## src/rtl/pts_pkg.sv

```systemverilog
// shared types and constants of the probabilistic track sample hold block
package pts_pkg;

  localparam int CHAN_W     = 4;
  localparam int LEVEL_W    = 16;
  localparam int OUT_W      = 15;
  localparam int GAIN_W     = 16;
  localparam int PROB_W     = 17;
  localparam int TICKS_W    = 16;
  localparam int CFG_IDX_W  = 3;
  localparam int CFG_DATA_W = 17;
  localparam int GAIN_FRAC  = 14;

  localparam logic signed [LEVEL_W-1:0] TRIG_HIGH = 16'sd1024;
  localparam logic signed [OUT_W-1:0]   LEVEL_MAX = 15'sd10240;
  localparam logic signed [OUT_W-1:0]   LEVEL_MIN = -15'sd10240;

  localparam logic [PROB_W-1:0]        PROB_RESET = 17'h10000;
  localparam logic signed [GAIN_W-1:0] GAIN_RESET = 16'sd16384;

  typedef enum logic [CFG_IDX_W-1:0] {
    CFG_HOLD_MODE   = 3'd0,
    CFG_HIGH_GATE   = 3'd1,
    CFG_GATE_OUT    = 3'd2,
    CFG_ON_START    = 3'd3,
    CFG_ON_END      = 3'd4,
    CFG_PROBABILITY = 3'd5,
    CFG_GAIN        = 3'd6,
    CFG_OFFSET      = 3'd7
  } cfg_reg_e;

  // one channel entry of the state memory
  typedef struct packed {
    logic                    prev_high;
    logic signed [OUT_W-1:0] held_level;
    logic                    pulse_active;
    logic [TICKS_W-1:0]      pulse_remaining;
  } ch_state_t;

endpackage

```

## src/rtl/probabilistic_track_sample_hold.sv

```systemverilog
// top level: per-channel probabilistic sample/track and hold
// throughput: one item per cycle while the output is not stalled, in any channel order,
//   set by the single read-modify-write of the channel state memory (read one stage
//   ahead, forwarded on back-to-back hits)
// reset: async active low; control registers return to defaults, channel state reads
//   as zero through per-entry valid bits, so the block accepts items right after reset
module probabilistic_track_sample_hold #(
  parameter int CHANNELS = 16
) (
  input  logic                                  clk_i,
  input  logic                                  rst_ni,
  // configuration write port
  input  logic                                  cfg_we_i,
  input  logic [pts_pkg::CFG_IDX_W-1:0]         cfg_idx_i,
  input  logic [pts_pkg::CFG_DATA_W-1:0]        cfg_data_i,
  // input items
  input  logic                                  in_valid_i,
  output logic                                  in_ready_o,
  input  logic [pts_pkg::CHAN_W-1:0]            channel_i,
  input  logic signed [pts_pkg::LEVEL_W-1:0]    trigger_level_i,
  input  logic signed [pts_pkg::LEVEL_W-1:0]    signal_level_i,
  input  logic                                  signal_present_i,
  input  logic signed [pts_pkg::LEVEL_W-1:0]    noise_level_i,
  input  logic [pts_pkg::LEVEL_W-1:0]           random_draw_i,
  input  logic [pts_pkg::TICKS_W-1:0]           pulse_ticks_i,
  // result items
  output logic                                  out_valid_o,
  input  logic                                  out_ready_i,
  output logic [pts_pkg::CHAN_W-1:0]            out_channel_o,
  output logic signed [pts_pkg::OUT_W-1:0]      out_level_o,
  output logic                                  pulse_level_o
);
  import pts_pkg::*;

  localparam int IDX_W    = (CHANNELS > 1) ? $clog2(CHANNELS) : 1;
  localparam int CHAN_NUM = 1 << CHAN_W;
  localparam int PROD_W   = LEVEL_W + GAIN_W;
  localparam int RND_W    = PROD_W + 1;
  localparam int SCL_W    = RND_W - GAIN_FRAC;
  localparam int SUM_W    = SCL_W + 1;

  // ---------------------------------------------------------------------------
  // configuration registers
  // ---------------------------------------------------------------------------
  logic                       hold_mode_q;
  logic                       high_gate_q;
  logic                       gate_out_q;
  logic                       on_start_q;
  logic                       on_end_q;
  logic [PROB_W-1:0]          prob_q;
  logic signed [GAIN_W-1:0]   gain_q;
  logic signed [OUT_W-1:0]    offset_q;

  // output register
  logic                       out_valid_q;
  logic [CHAN_W-1:0]          out_chan_q;
  logic signed [OUT_W-1:0]    out_level_q;
  logic                       out_pulse_q;

  // ---------------------------------------------------------------------------
  // pipeline control: every stage moves when the output register can take data
  // ---------------------------------------------------------------------------
  logic adv;
  assign adv        = !out_valid_q || out_ready_i;
  assign in_ready_o = adv;

  // channel number folded onto the memory depth, small constant table
  logic [IDX_W-1:0] chan_map [CHAN_NUM];
  for (genvar g = 0; g < CHAN_NUM; g++) begin : g_chan_map
    assign chan_map[g] = IDX_W'(g % CHANNELS);
  end

  // ---------------------------------------------------------------------------
  // stage 1: registered item, gain multiply, state memory read issued
  // ---------------------------------------------------------------------------
  logic                       s1_valid_q;
  logic [CHAN_W-1:0]          s1_chan_q;
  logic [IDX_W-1:0]           s1_idx_q;
  logic                       s1_high_q;
  logic                       s1_draw_ok_q;
  logic signed [LEVEL_W-1:0]  s1_level_q;
  logic [TICKS_W-1:0]         s1_ticks_q;
  logic signed [PROD_W-1:0]   s1_prod;

  assign s1_prod = s1_level_q * gain_q;

  // ---------------------------------------------------------------------------
  // stage 2: rounding, offset, saturation and the channel state update
  // ---------------------------------------------------------------------------
  logic                       s2_valid_q;
  logic [CHAN_W-1:0]          s2_chan_q;
  logic [IDX_W-1:0]           s2_idx_q;
  logic                       s2_high_q;
  logic                       s2_draw_ok_q;
  logic [TICKS_W-1:0]         s2_ticks_q;
  logic signed [PROD_W-1:0]   s2_prod_q;

  // per-channel flags kept in flops: config writes touch every channel at once
  logic [CHANNELS-1:0]        hold_flag_q;
  logic [CHANNELS-1:0]        gate_state_q;

  ch_state_t                  cur_st;
  ch_state_t                  nxt_st;
  logic                       mem_we;

  pts_state_mem #(
    .CHANNELS (CHANNELS),
    .IDX_W    (IDX_W)
  ) u_state_mem (
    .clk_i     (clk_i),
    .rst_ni    (rst_ni),
    .rd_en_i   (adv),
    .rd_idx_i  (s1_idx_q),
    .wr_en_i   (mem_we),
    .wr_idx_i  (s2_idx_q),
    .wr_data_i (nxt_st),
    .rd_data_o (cur_st)
  );

  assign mem_we = adv && s2_valid_q;

  // round half up: floor((p + half) / 2^frac) is an arithmetic shift
  logic signed [RND_W-1:0]    rnd_sum;
  logic signed [SCL_W-1:0]    scaled;
  logic signed [SUM_W-1:0]    off_sum;
  logic signed [OUT_W-1:0]    sat_level;

  assign rnd_sum = RND_W'(s2_prod_q) + RND_W'(1 << (GAIN_FRAC - 1));
  assign scaled  = rnd_sum[RND_W-1:GAIN_FRAC];
  assign off_sum = SUM_W'(scaled) + SUM_W'(offset_q);

  always_comb begin
    if (off_sum > SUM_W'(LEVEL_MAX)) begin
      sat_level = LEVEL_MAX;
    end else if (off_sum < SUM_W'(LEVEL_MIN)) begin
      sat_level = LEVEL_MIN;
    end else begin
      sat_level = off_sum[OUT_W-1:0];
    end
  end

  // phase logic of the addressed channel
  logic cur_hf;
  logic cur_gs;
  logic trig_edge;
  logic trig_acc;
  logic pulse;
  logic nxt_hf;
  logic nxt_gs;

  assign cur_hf    = hold_flag_q[s2_idx_q];
  assign cur_gs    = gate_state_q[s2_idx_q];
  assign trig_edge = s2_high_q && !cur_st.prev_high;
  assign trig_acc  = trig_edge && s2_draw_ok_q;

  always_comb begin
    nxt_st           = cur_st;
    nxt_st.prev_high = s2_high_q;
    nxt_hf           = cur_hf;
    nxt_gs           = cur_gs;
    pulse            = 1'b0;

    if (!hold_mode_q) begin
      // sample and hold: only an accepted edge captures
      if (trig_acc) begin
        nxt_st.held_level = sat_level;
        pulse             = 1'b1;
      end
    end else if (!high_gate_q) begin
      // track while the gate is high, hold while low
      if (trig_edge) begin
        if (trig_acc) begin
          nxt_st.held_level = sat_level;
          pulse             = !gate_out_q && on_start_q;
          nxt_hf            = 1'b0;
        end
      end else if (s2_high_q) begin
        if (!cur_hf) begin
          nxt_st.held_level = sat_level;
        end
      end else if (!cur_hf) begin
        nxt_hf            = 1'b1;
        nxt_st.held_level = sat_level;
        pulse             = !gate_out_q && on_end_q;
      end
      if (gate_out_q) begin
        nxt_gs = !nxt_hf;
      end
    end else begin
      // hold while the gate is high, track while low
      if (trig_edge) begin
        if (trig_acc) begin
          nxt_hf            = 1'b1;
          nxt_st.held_level = sat_level;
          if (gate_out_q) begin
            nxt_gs = 1'b1;
          end else begin
            pulse = on_start_q;
          end
        end else begin
          nxt_hf = 1'b0;
        end
      end else if (!s2_high_q) begin
        if (gate_out_q) begin
          nxt_gs = 1'b0;
        end else begin
          pulse = cur_hf && on_end_q;
        end
        nxt_hf = 1'b0;
      end
      if (!nxt_hf) begin
        nxt_st.held_level = sat_level;
      end
    end

    // pulse timer, counted down once per item of this channel
    if (pulse) begin
      nxt_st.pulse_active    = 1'b1;
      nxt_st.pulse_remaining = s2_ticks_q;
    end
    if (nxt_st.pulse_active) begin
      if (nxt_st.pulse_remaining > TICKS_W'(1)) begin
        nxt_st.pulse_remaining = nxt_st.pulse_remaining - TICKS_W'(1);
        nxt_gs                 = 1'b1;
      end else begin
        nxt_st.pulse_remaining = '0;
        nxt_st.pulse_active    = 1'b0;
        nxt_gs                 = 1'b0;
      end
    end
  end

  // ---------------------------------------------------------------------------
  // payload registers
  // ---------------------------------------------------------------------------
  always_ff @(posedge clk_i) begin
    if (adv) begin
      s1_chan_q    <= channel_i;
      s1_idx_q     <= chan_map[channel_i];
      s1_high_q    <= trigger_level_i >= TRIG_HIGH;
      s1_draw_ok_q <= {1'b0, random_draw_i} < prob_q;
      s1_level_q   <= signal_present_i ? signal_level_i : noise_level_i;
      s1_ticks_q   <= pulse_ticks_i;

      s2_chan_q    <= s1_chan_q;
      s2_idx_q     <= s1_idx_q;
      s2_high_q    <= s1_high_q;
      s2_draw_ok_q <= s1_draw_ok_q;
      s2_ticks_q   <= s1_ticks_q;
      s2_prod_q    <= s1_prod;

      out_chan_q   <= s2_chan_q;
      out_level_q  <= nxt_st.held_level;
      out_pulse_q  <= nxt_gs;
    end
  end

  // ---------------------------------------------------------------------------
  // control registers, configuration and per-channel flags
  // ---------------------------------------------------------------------------
  always_ff @(posedge clk_i or negedge rst_ni) begin
    if (!rst_ni) begin
      s1_valid_q   <= 1'b0;
      s2_valid_q   <= 1'b0;
      out_valid_q  <= 1'b0;
      hold_flag_q  <= '0;
      gate_state_q <= '0;
      hold_mode_q  <= 1'b0;
      high_gate_q  <= 1'b0;
      gate_out_q   <= 1'b0;
      on_start_q   <= 1'b1;
      on_end_q     <= 1'b1;
      prob_q       <= PROB_RESET;
      gain_q       <= GAIN_RESET;
      offset_q     <= '0;
    end else begin
      if (adv) begin
        s1_valid_q  <= in_valid_i;
        s2_valid_q  <= s1_valid_q;
        out_valid_q <= s2_valid_q;
      end
      if (mem_we) begin
        hold_flag_q[s2_idx_q]  <= nxt_hf;
        gate_state_q[s2_idx_q] <= nxt_gs;
      end
      // config writes must arrive only while no item is in flight; the block does not enforce this
      if (cfg_we_i) begin
        case (cfg_reg_e'(cfg_idx_i))
          CFG_HOLD_MODE: hold_mode_q <= cfg_data_i[0];
          CFG_HIGH_GATE: begin
            high_gate_q <= cfg_data_i[0];
            hold_flag_q <= {CHANNELS{cfg_data_i[0]}};
          end
          CFG_GATE_OUT: begin
            gate_out_q   <= cfg_data_i[0];
            gate_state_q <= '0;
          end
          CFG_ON_START:    on_start_q <= cfg_data_i[0];
          CFG_ON_END:      on_end_q   <= cfg_data_i[0];
          CFG_PROBABILITY: prob_q     <= cfg_data_i[PROB_W-1:0];
          CFG_GAIN:        gain_q     <= cfg_data_i[GAIN_W-1:0];
          CFG_OFFSET:      offset_q   <= cfg_data_i[OUT_W-1:0];
          default: ;
        endcase
      end
    end
  end

  assign out_valid_o   = out_valid_q;
  assign out_channel_o = out_chan_q;
  assign out_level_o   = out_level_q;
  assign pulse_level_o = out_pulse_q;

`ifndef SYNTHESIS
  a_accept_enters: assert property (@(posedge clk_i) disable iff (!rst_ni)
    (in_valid_i && in_ready_o) |=> s1_valid_q)
    else $error("accepted item did not enter the pipeline");
  a_s2_reaches_out: assert property (@(posedge clk_i) disable iff (!rst_ni)
    (s2_valid_q && adv) |=> out_valid_q)
    else $error("updated item lost before the output register");
  a_level_range: assert property (@(posedge clk_i) disable iff (!rst_ni)
    out_valid_o |-> (out_level_o <= LEVEL_MAX && out_level_o >= LEVEL_MIN))
    else $error("output level outside the saturation range");
`endif

endmodule

```

## src/rtl/pts_state_mem.sv

```systemverilog
// channel state memory with entry valid bits and write-to-read forwarding
module pts_state_mem #(
  parameter int CHANNELS = 16,
  parameter int IDX_W    = 4
) (
  input  logic               clk_i,
  input  logic               rst_ni,
  input  logic               rd_en_i,
  input  logic [IDX_W-1:0]   rd_idx_i,
  input  logic               wr_en_i,
  input  logic [IDX_W-1:0]   wr_idx_i,
  input  pts_pkg::ch_state_t wr_data_i,
  output pts_pkg::ch_state_t rd_data_o
);
  import pts_pkg::*;

  ch_state_t            mem_q [CHANNELS];
  ch_state_t            rd_q;
  ch_state_t            byp_q;
  logic [CHANNELS-1:0]  ent_valid_q;
  logic                 rd_valid_q;
  logic                 byp_hit_q;

  always_ff @(posedge clk_i) begin
    if (wr_en_i) begin
      mem_q[wr_idx_i] <= wr_data_i;
    end
    if (rd_en_i) begin
      rd_q  <= mem_q[rd_idx_i];
      byp_q <= wr_data_i;
    end
  end

  always_ff @(posedge clk_i or negedge rst_ni) begin
    if (!rst_ni) begin
      ent_valid_q <= '0;
      rd_valid_q  <= 1'b0;
      byp_hit_q   <= 1'b0;
    end else begin
      if (wr_en_i) begin
        ent_valid_q[wr_idx_i] <= 1'b1;
      end
      if (rd_en_i) begin
        rd_valid_q <= ent_valid_q[rd_idx_i];
        // write landing on the entry being read this same edge
        byp_hit_q  <= wr_en_i && (wr_idx_i == rd_idx_i);
      end
    end
  end

  // never-written entry reads as the reset state
  assign rd_data_o = byp_hit_q  ? byp_q :
                     rd_valid_q ? rd_q  : '0;

`ifndef SYNTHESIS
  a_wr_with_rd: assert property (@(posedge clk_i) disable iff (!rst_ni)
    wr_en_i |-> rd_en_i)
    else $error("state write without read advance");
  a_byp_after_wr: assert property (@(posedge clk_i) disable iff (!rst_ni)
    $rose(byp_hit_q) |-> $past(wr_en_i))
    else $error("forwarding hit without a write");
  a_wr_idx_range: assert property (@(posedge clk_i) disable iff (!rst_ni)
    wr_en_i |-> (int'(wr_idx_i) < CHANNELS))
    else $error("state write index out of range");
`endif

endmodule
```

## config.mk

```make
export PLATFORM = sky130hd
export DESIGN_NAME = probabilistic_track_sample_hold
export DESIGN_NICKNAME = d
export VERILOG_FILES = /design/src/rtl/pts_pkg.sv /design/src/rtl/probabilistic_track_sample_hold.sv /design/src/rtl/pts_state_mem.sv
export SDC_FILE = /design/constraint.sdc
export NUM_CORES = 2
export LEC_CHECK = 0
export ABC_AREA = 1
export BUFFER_PORTS_ARGS = -buffer_cell sky130_fd_sc_hd__buf_2
export CAP_MARGIN = 25
export CORE_UTILIZATION = 45
export CTS_CLUSTER_DIAMETER = 80
export DETAILED_ROUTE_END_ITERATION = 7
export PLACE_DENSITY = 0.69
export SLEW_MARGIN = 5
export SYNTH_ARGS = -nofsm -noshare
export SYNTH_HDL_FRONTEND = slang
export SYNTH_HIERARCHICAL = 1
export SYNTH_SLANG_ARGS = --single-unit
```

## constraint.sdc

```tcl
create_clock -name clk_i -period 8.7 [get_ports clk_i]
set_input_delay 1.74 -clock clk_i [delete_from_list [all_inputs] [get_ports clk_i]]
set_output_delay 1.74 -clock clk_i [all_outputs]
set_load 0.1 [all_outputs]
```

**Word level (Yosys, flattened, before mapping)**

Memories as Yosys holds them, arrays and structs flattened. A register that Yosys moved wholly into a read port is not among the register bits.
Cells that the tools add are included.

- Flip-flop bits (word level): 240
- Word-level logic and storage cells: 145
- Output and inout bits: 22
- Bits in writable memories: 528
- Memories kept: 2
- Memory bits (read-only): 64

- $mul: 1
- Equality and inequality tests: 8
- Add/sub/neg operators: 3
- $lt $le $gt $ge: 8
- Reduce and logical (&&, ||, !) cells: 22
- Bitwise gates (word level): 2
- Multiplexer cells: 66

Memories:

| memory | words | bits a word | read ports | clocked after memory_dff | write ports | RTL line | text |
|---|---|---|---|---|---|---|---|
| u_state_mem.mem_q | 16 | 33 | 1 | 1 | 1 | pts_state_mem.sv:17 | `ch_state_t mem_q [CHANNELS];` |
| (no name shown) | 16 | 4 | 1 | 1 | 0 | probabilistic_track_sample_hold.sv:239 | `s1_idx_q <= chan_map[channel_i];` |

Operators with widths:

| kind | count |
|---|---|
| 15-bit 2-to-1 mux | 9 |
| 16-bit 2-to-1 mux | 8 |
| 33-bit 2-to-1 mux | 2 |
| 1-bit 2-to-1 mux | 39 |
| 17-bit 2-to-1 mux | 2 |
| 32-bit by 15-bit adder with 33-bit output (second input constant) | 1 |
| 16-bit bitwise mux | 2 |
| 16-bit by 16-bit multiplier with 32-bit output | 1 |
| 19-bit by 15-bit adder with 20-bit output | 1 |
| 20-bit by 15-bit > comparator with 1-bit output (second input constant) | 1 |
| 20-bit by 15-bit < comparator with 1-bit output (second input constant) | 1 |
| 16-bit by 17-bit < comparator with 1-bit output | 1 |
| 16-bit by 12-bit >= comparator with 1-bit output (second input constant) | 1 |
| 16-bit by 1-bit > comparator with 1-bit output (second input constant) | 1 |
| 16-bit OR | 1 |
| 2-bit AND reduction | 8 |
| 16-bit by 1-bit subtractor with 16-bit output (second input constant) | 1 |
| 1-bit binary-select mux with 4-bit select | 3 |
| 3-bit equality test (second input constant) | 4 |
| 4-bit by 5-bit < comparator with 1-bit output (second input constant) | 2 |
| 1-bit logical AND | 8 |
| 3-bit by 2-bit equality test with 1-bit output (second input constant) | 2 |
| 4-bit NOT with 5-bit output | 1 |
| 1-bit demux with 4-bit select | 1 |
| other kinds (6) | 9 |

**Depth between registers and ports, before layout**

- Depth after elaboration: 18
- Mapped depth: 30
- Depth with buffers taken out: 28

**Modules after synthesis**

The synthesis kept the hierarchy.

By module, submodules not included:

| module | area an instance (sq um) | times used | cells an instance |
|---|---|---|---|
| pts_state_mem | 23,933.0 | 1 | 1,820 |
| probabilistic_track_sample_hold | 21,106.5 | 1 | 2,690 |

**Worst setup path after synthesis**

No wires, ideal clock.

- Path kind: input-to-output
- Start point: in out_ready_i
- End point: out in_ready_o
- Slack: 1.304 ns
- Arrival time: 5.656 ns
- Cell stages on the path: 2
- Buffers on the path: 0
- Required time: 6.960 ns
- Path through: nor2_1 -> inv_1

- Cells in the longest elaborated chain, start to end: 1

Ends and longest elaborated chain:

| what | RTL line | text |
|---|---|---|
| from (decl) | probabilistic_track_sample_hold.sv:28 | `input logic out_ready_i,` |
| 1-bit logical OR | probabilistic_track_sample_hold.sv:64 | `assign adv = !out_valid_q \|\| out_ready_i;` |
| to (decl) | probabilistic_track_sample_hold.sv:18 | `output logic in_ready_o,` |

Every way passes these cells.

**Worst setup path in the final report**

- Start point: reg s1_level_q[6]
- End point: reg s2_prod_q[31] (data pin)

- Cells in the longest elaborated chain, start to end: 1

Ends and longest elaborated chain:

| what | RTL line | text |
|---|---|---|
| from (decl) | probabilistic_track_sample_hold.sv:81 | `logic signed [LEVEL_W-1:0] s1_level_q;` |
| from (signal assigned) | probabilistic_track_sample_hold.sv:242 | `s1_level_q <= signal_present_i ? signal_level_i : noise_level_i;` |
| 16-bit by 16-bit multiplier with 32-bit output | probabilistic_track_sample_hold.sv:85 | `assign s1_prod = s1_level_q * gain_q;` |
| named net s1_prod[31] | probabilistic_track_sample_hold.sv:83 | `logic signed [PROD_W-1:0] s1_prod;` |
| to (signal assigned) | probabilistic_track_sample_hold.sv:250 | `s2_prod_q <= s1_prod;` |
| to (decl) | probabilistic_track_sample_hold.sv:96 | `logic signed [PROD_W-1:0] s2_prod_q;` |

The timed path passes the listed nets, and every way through them passes these cells.
A chain may end at the register's enable or synchronous reset.

==> out/summary.txt <==
Fin cells = 5932
Hold Vio Cnt, Final = 0
Most area-consuming cells after synthesis = edfxtp_1, fa_1, nand2_1
Cell taking the most area after synthesis = edfxtp_1
Post-synth cell types = 50
FF-to-FF path depth = 23
Layout cell share with drive strength beyond 1 = 0.0902
R2R setup slack = 1.86 ns
Hold Path Stages = 0
Fraction of registers with async set/reset = 0.133
Vias per std cell = 5.38
Diodes inserted = 0
Hold Path Class = register to register
Num rows = 115
Register bit count reported by yosys = 799
Final HPWL DP = 67500 um
Dpl cells = 5761
WP data arrival = 7.22 ns
Initial Util = 0.456
Pre-antenna DRT Iters = 8
Max Fanout on Critical Path = 16
Synth top area share = 0.462
Clock transition at path regs = 0.05 ns
Htree depth = 3
Die height = 318 um
Antenna violations before repair = 2
Reg2reg start = s1_level_q[6]$_DFFE_PN_
Hold buffer count at cts = 0
HP Start = s1_high_q$_DFFE_PN_
DIE AREA = 0.101 mm^2
GRT overflow = 0
Clk sinks = 799
Boundary Pins = 132
Clock tree buffer depth = 3
Number of buffers added on ports = 121
Most frequent cells in the layout = nand2_1, edfxtp_1, inv_1
WL/cell = 18.7 um
Worst-Skew Late Latency = 0.69 ns
Max-slew headroom = 0.258
Setup-failing EPs final = 0
Area growth from synthesis to layout = 11.3%
Syn_area_per_cell = 9.99 um^2
Die X = 318 um
YS warnings = 6
WHS Endpoint = s2_high_q$_DFFE_PN_
Req. time, crit path = 9.07 ns
Number of global-route vias before repair = 31.3k
Post-synth top flop = edfxtp_1
Post-synth EDFFs = 693
Largest net degree at the start of global routing = 185
Critical Path End Type = register
Worst slew pin tran = 1.11 ns
Core Area = 0.0987 mm^2
Syn_nets = 4998
Mapped Area = 0.0450 mm^2
DR vias = 31.9k
# Post-CTS Setup Buffers = 0
Max-cap violations = 0
CTS tree = done
Layout Nets = 5062
Unrepaired setup endpoints after global routing = no
GRT Total Usage = 0.218
TritonCTS Buffers = 85
Seq/Total Area, Yosys = 0.521
Commonest non-fill, non-tap cell in the layout = nand2_1
Routability cong. = 0.911
Drt total wl = 111000 um
Setup CP Type = register to register
CTS root buffer = clkbuf_16
Cell count after synthesis = 4510
First-pass GRT wire length = 173000 um
Worst Skew = 0.0553 ns
Crit share post-route = 0.787
Fin Setup TNS = 0 ns
Initial DRC Count = 2914
Detail Route Antenna Nets = 0
Final Critical Period = 6.84 ns
Final slew viol count = 0
Status = finished clean
Cts repair resizes = 0
Peak Freq = 146 MHz
Critical Path Source Type = register
Worst r2r dst = s2_prod_q[31]$_DFFE_PN_
Detailed-route DRC error count = 0
==> cell type report <==
type / instances / area, um^2
Clock buffer: 105 / 2240
Clock inverter: 53 / 763
Multi-Input combinational cell: 2857 / 18400
Tap cell: 1287 / 1610
Fill cell: 8675 / 48600
Timing Repair Buffer: 200 / 1270
Sequential cell: 799 / 23500
Inverter: 631 / 2380
==> critical path: stages (launching register included) <==
cell and delay, ns:
edfxtp_1 0.92, nand2_1 0.17, fa_1 0.55, inv_1 0.05, fa_1 0.51, inv_1 0.06, fa_1 0.54, inv_1 0.06
fa_1 0.50, fa_1 0.54, inv_1 0.05, fa_1 0.53, inv_1 0.04, ha_1 0.36, a21oi_1 0.23, nor2_1 0.06
a211oi_1 0.17, o21ai_0 0.11, a21oi_1 0.26, o21ai_1 0.19, a21o_1 0.21, a21oi_1 0.21, o21ai_1 0.10, xor2_1 0.16
==> routing by layer <==
metal | track usage | vias to the layer above | share of wire
met5 | 0 | - | 0
met4 | 0.0731 | 0 | 0.030
met2 | 0.353 | 1196 | 0.47
met1 | 0.296 | 15593 | 0.42
met3 | 0.0406 | 197 | 0.080
li1 | - | 14953 | -
==> state kept, by name, indices dropped and copies added, names as in the netlist, 4 cells and up <==
name                     flops
gain_q                      16
gate_state_q                16
hold_flag_q                 16
offset_q                    15
out_channel_o                4
out_level_o                 15
prob_q                      17
s1_idx_q                     4
s1_level_q                  16
s1_ticks_q                  16
s2_chan_q                    4
s2_prod_q                   19
s2_ticks_q                  16
u_state_mem/byp_q           33
u_state_mem/ent_valid_q     16
u_state_mem/mem_q          528
u_state_mem/rd_q            33
==> synth_stat cells (all sizes together), types with 3 or more instances <==
cell type  number
a211oi          5
a21boi          5
a21o            3
a21oi         123
a31oi           6
buf            69
clkbuf        154
clkinv          4
dfrtp         102
dfstp           4
edfxtp        693
fa            262
ha            116
inv           627
mux2           17
nand2         811
nand3         244
nand3b          5
nand4          13
nor2          617
nor3           12
nor4            3
o211ai        133
o21a            7
o21ai         361
o221ai          3
o22ai          10
o31ai          11
or2            21
xnor2          16
xor2           40
==> worst max path at each step <==
stage               slack, ns               startpoint                      end
global route             1.48  s1_level_q[6]$_DFFE_PN_  s2_prod_q[31]$_DFFE_PN_
detailed placement       1.92  s1_level_q[6]$_DFFE_PN_  s2_prod_q[31]$_DFFE_PN_
global placement         1.99  s1_level_q[6]$_DFFE_PN_  s2_prod_q[31]$_DFFE_PN_
CTS                      1.90  s1_level_q[6]$_DFFE_PN_  s2_prod_q[31]$_DFFE_PN_
floorplan                1.30              out_ready_i               in_ready_o
finish                   1.86  s1_level_q[6]$_DFFE_PN_  s2_prod_q[31]$_DFFE_PN_
==> cell families after synthesis <==
logic type,synth area share
adders and majority gates,0.149
AOI/OAI and AO/OA,0.0856
buffers and inverters,0.0738
xor gates and xnor gates,0.0109
and+or+nand+nor,0.156
DFF,0.521
muxes,0.00425
==> through the flow <==
step	utilization	worst slack, ns	instance area, um^2	hold slack, ns
after floorplan	-	1.30	45000	0.400
after global placement	0.475	1.99	46900	0.405
after detailed placement	0.476	1.92	47000	0.405
after CTS	0.506	1.90	50000	0.418
after global routing	0.508	1.48	50100	0.428
final	0.508	1.86	50100	0.417
Power is left out: the tool's default activity adds up to more than one toggle a clock period on the data nets, which glitch-free logic cannot reach.
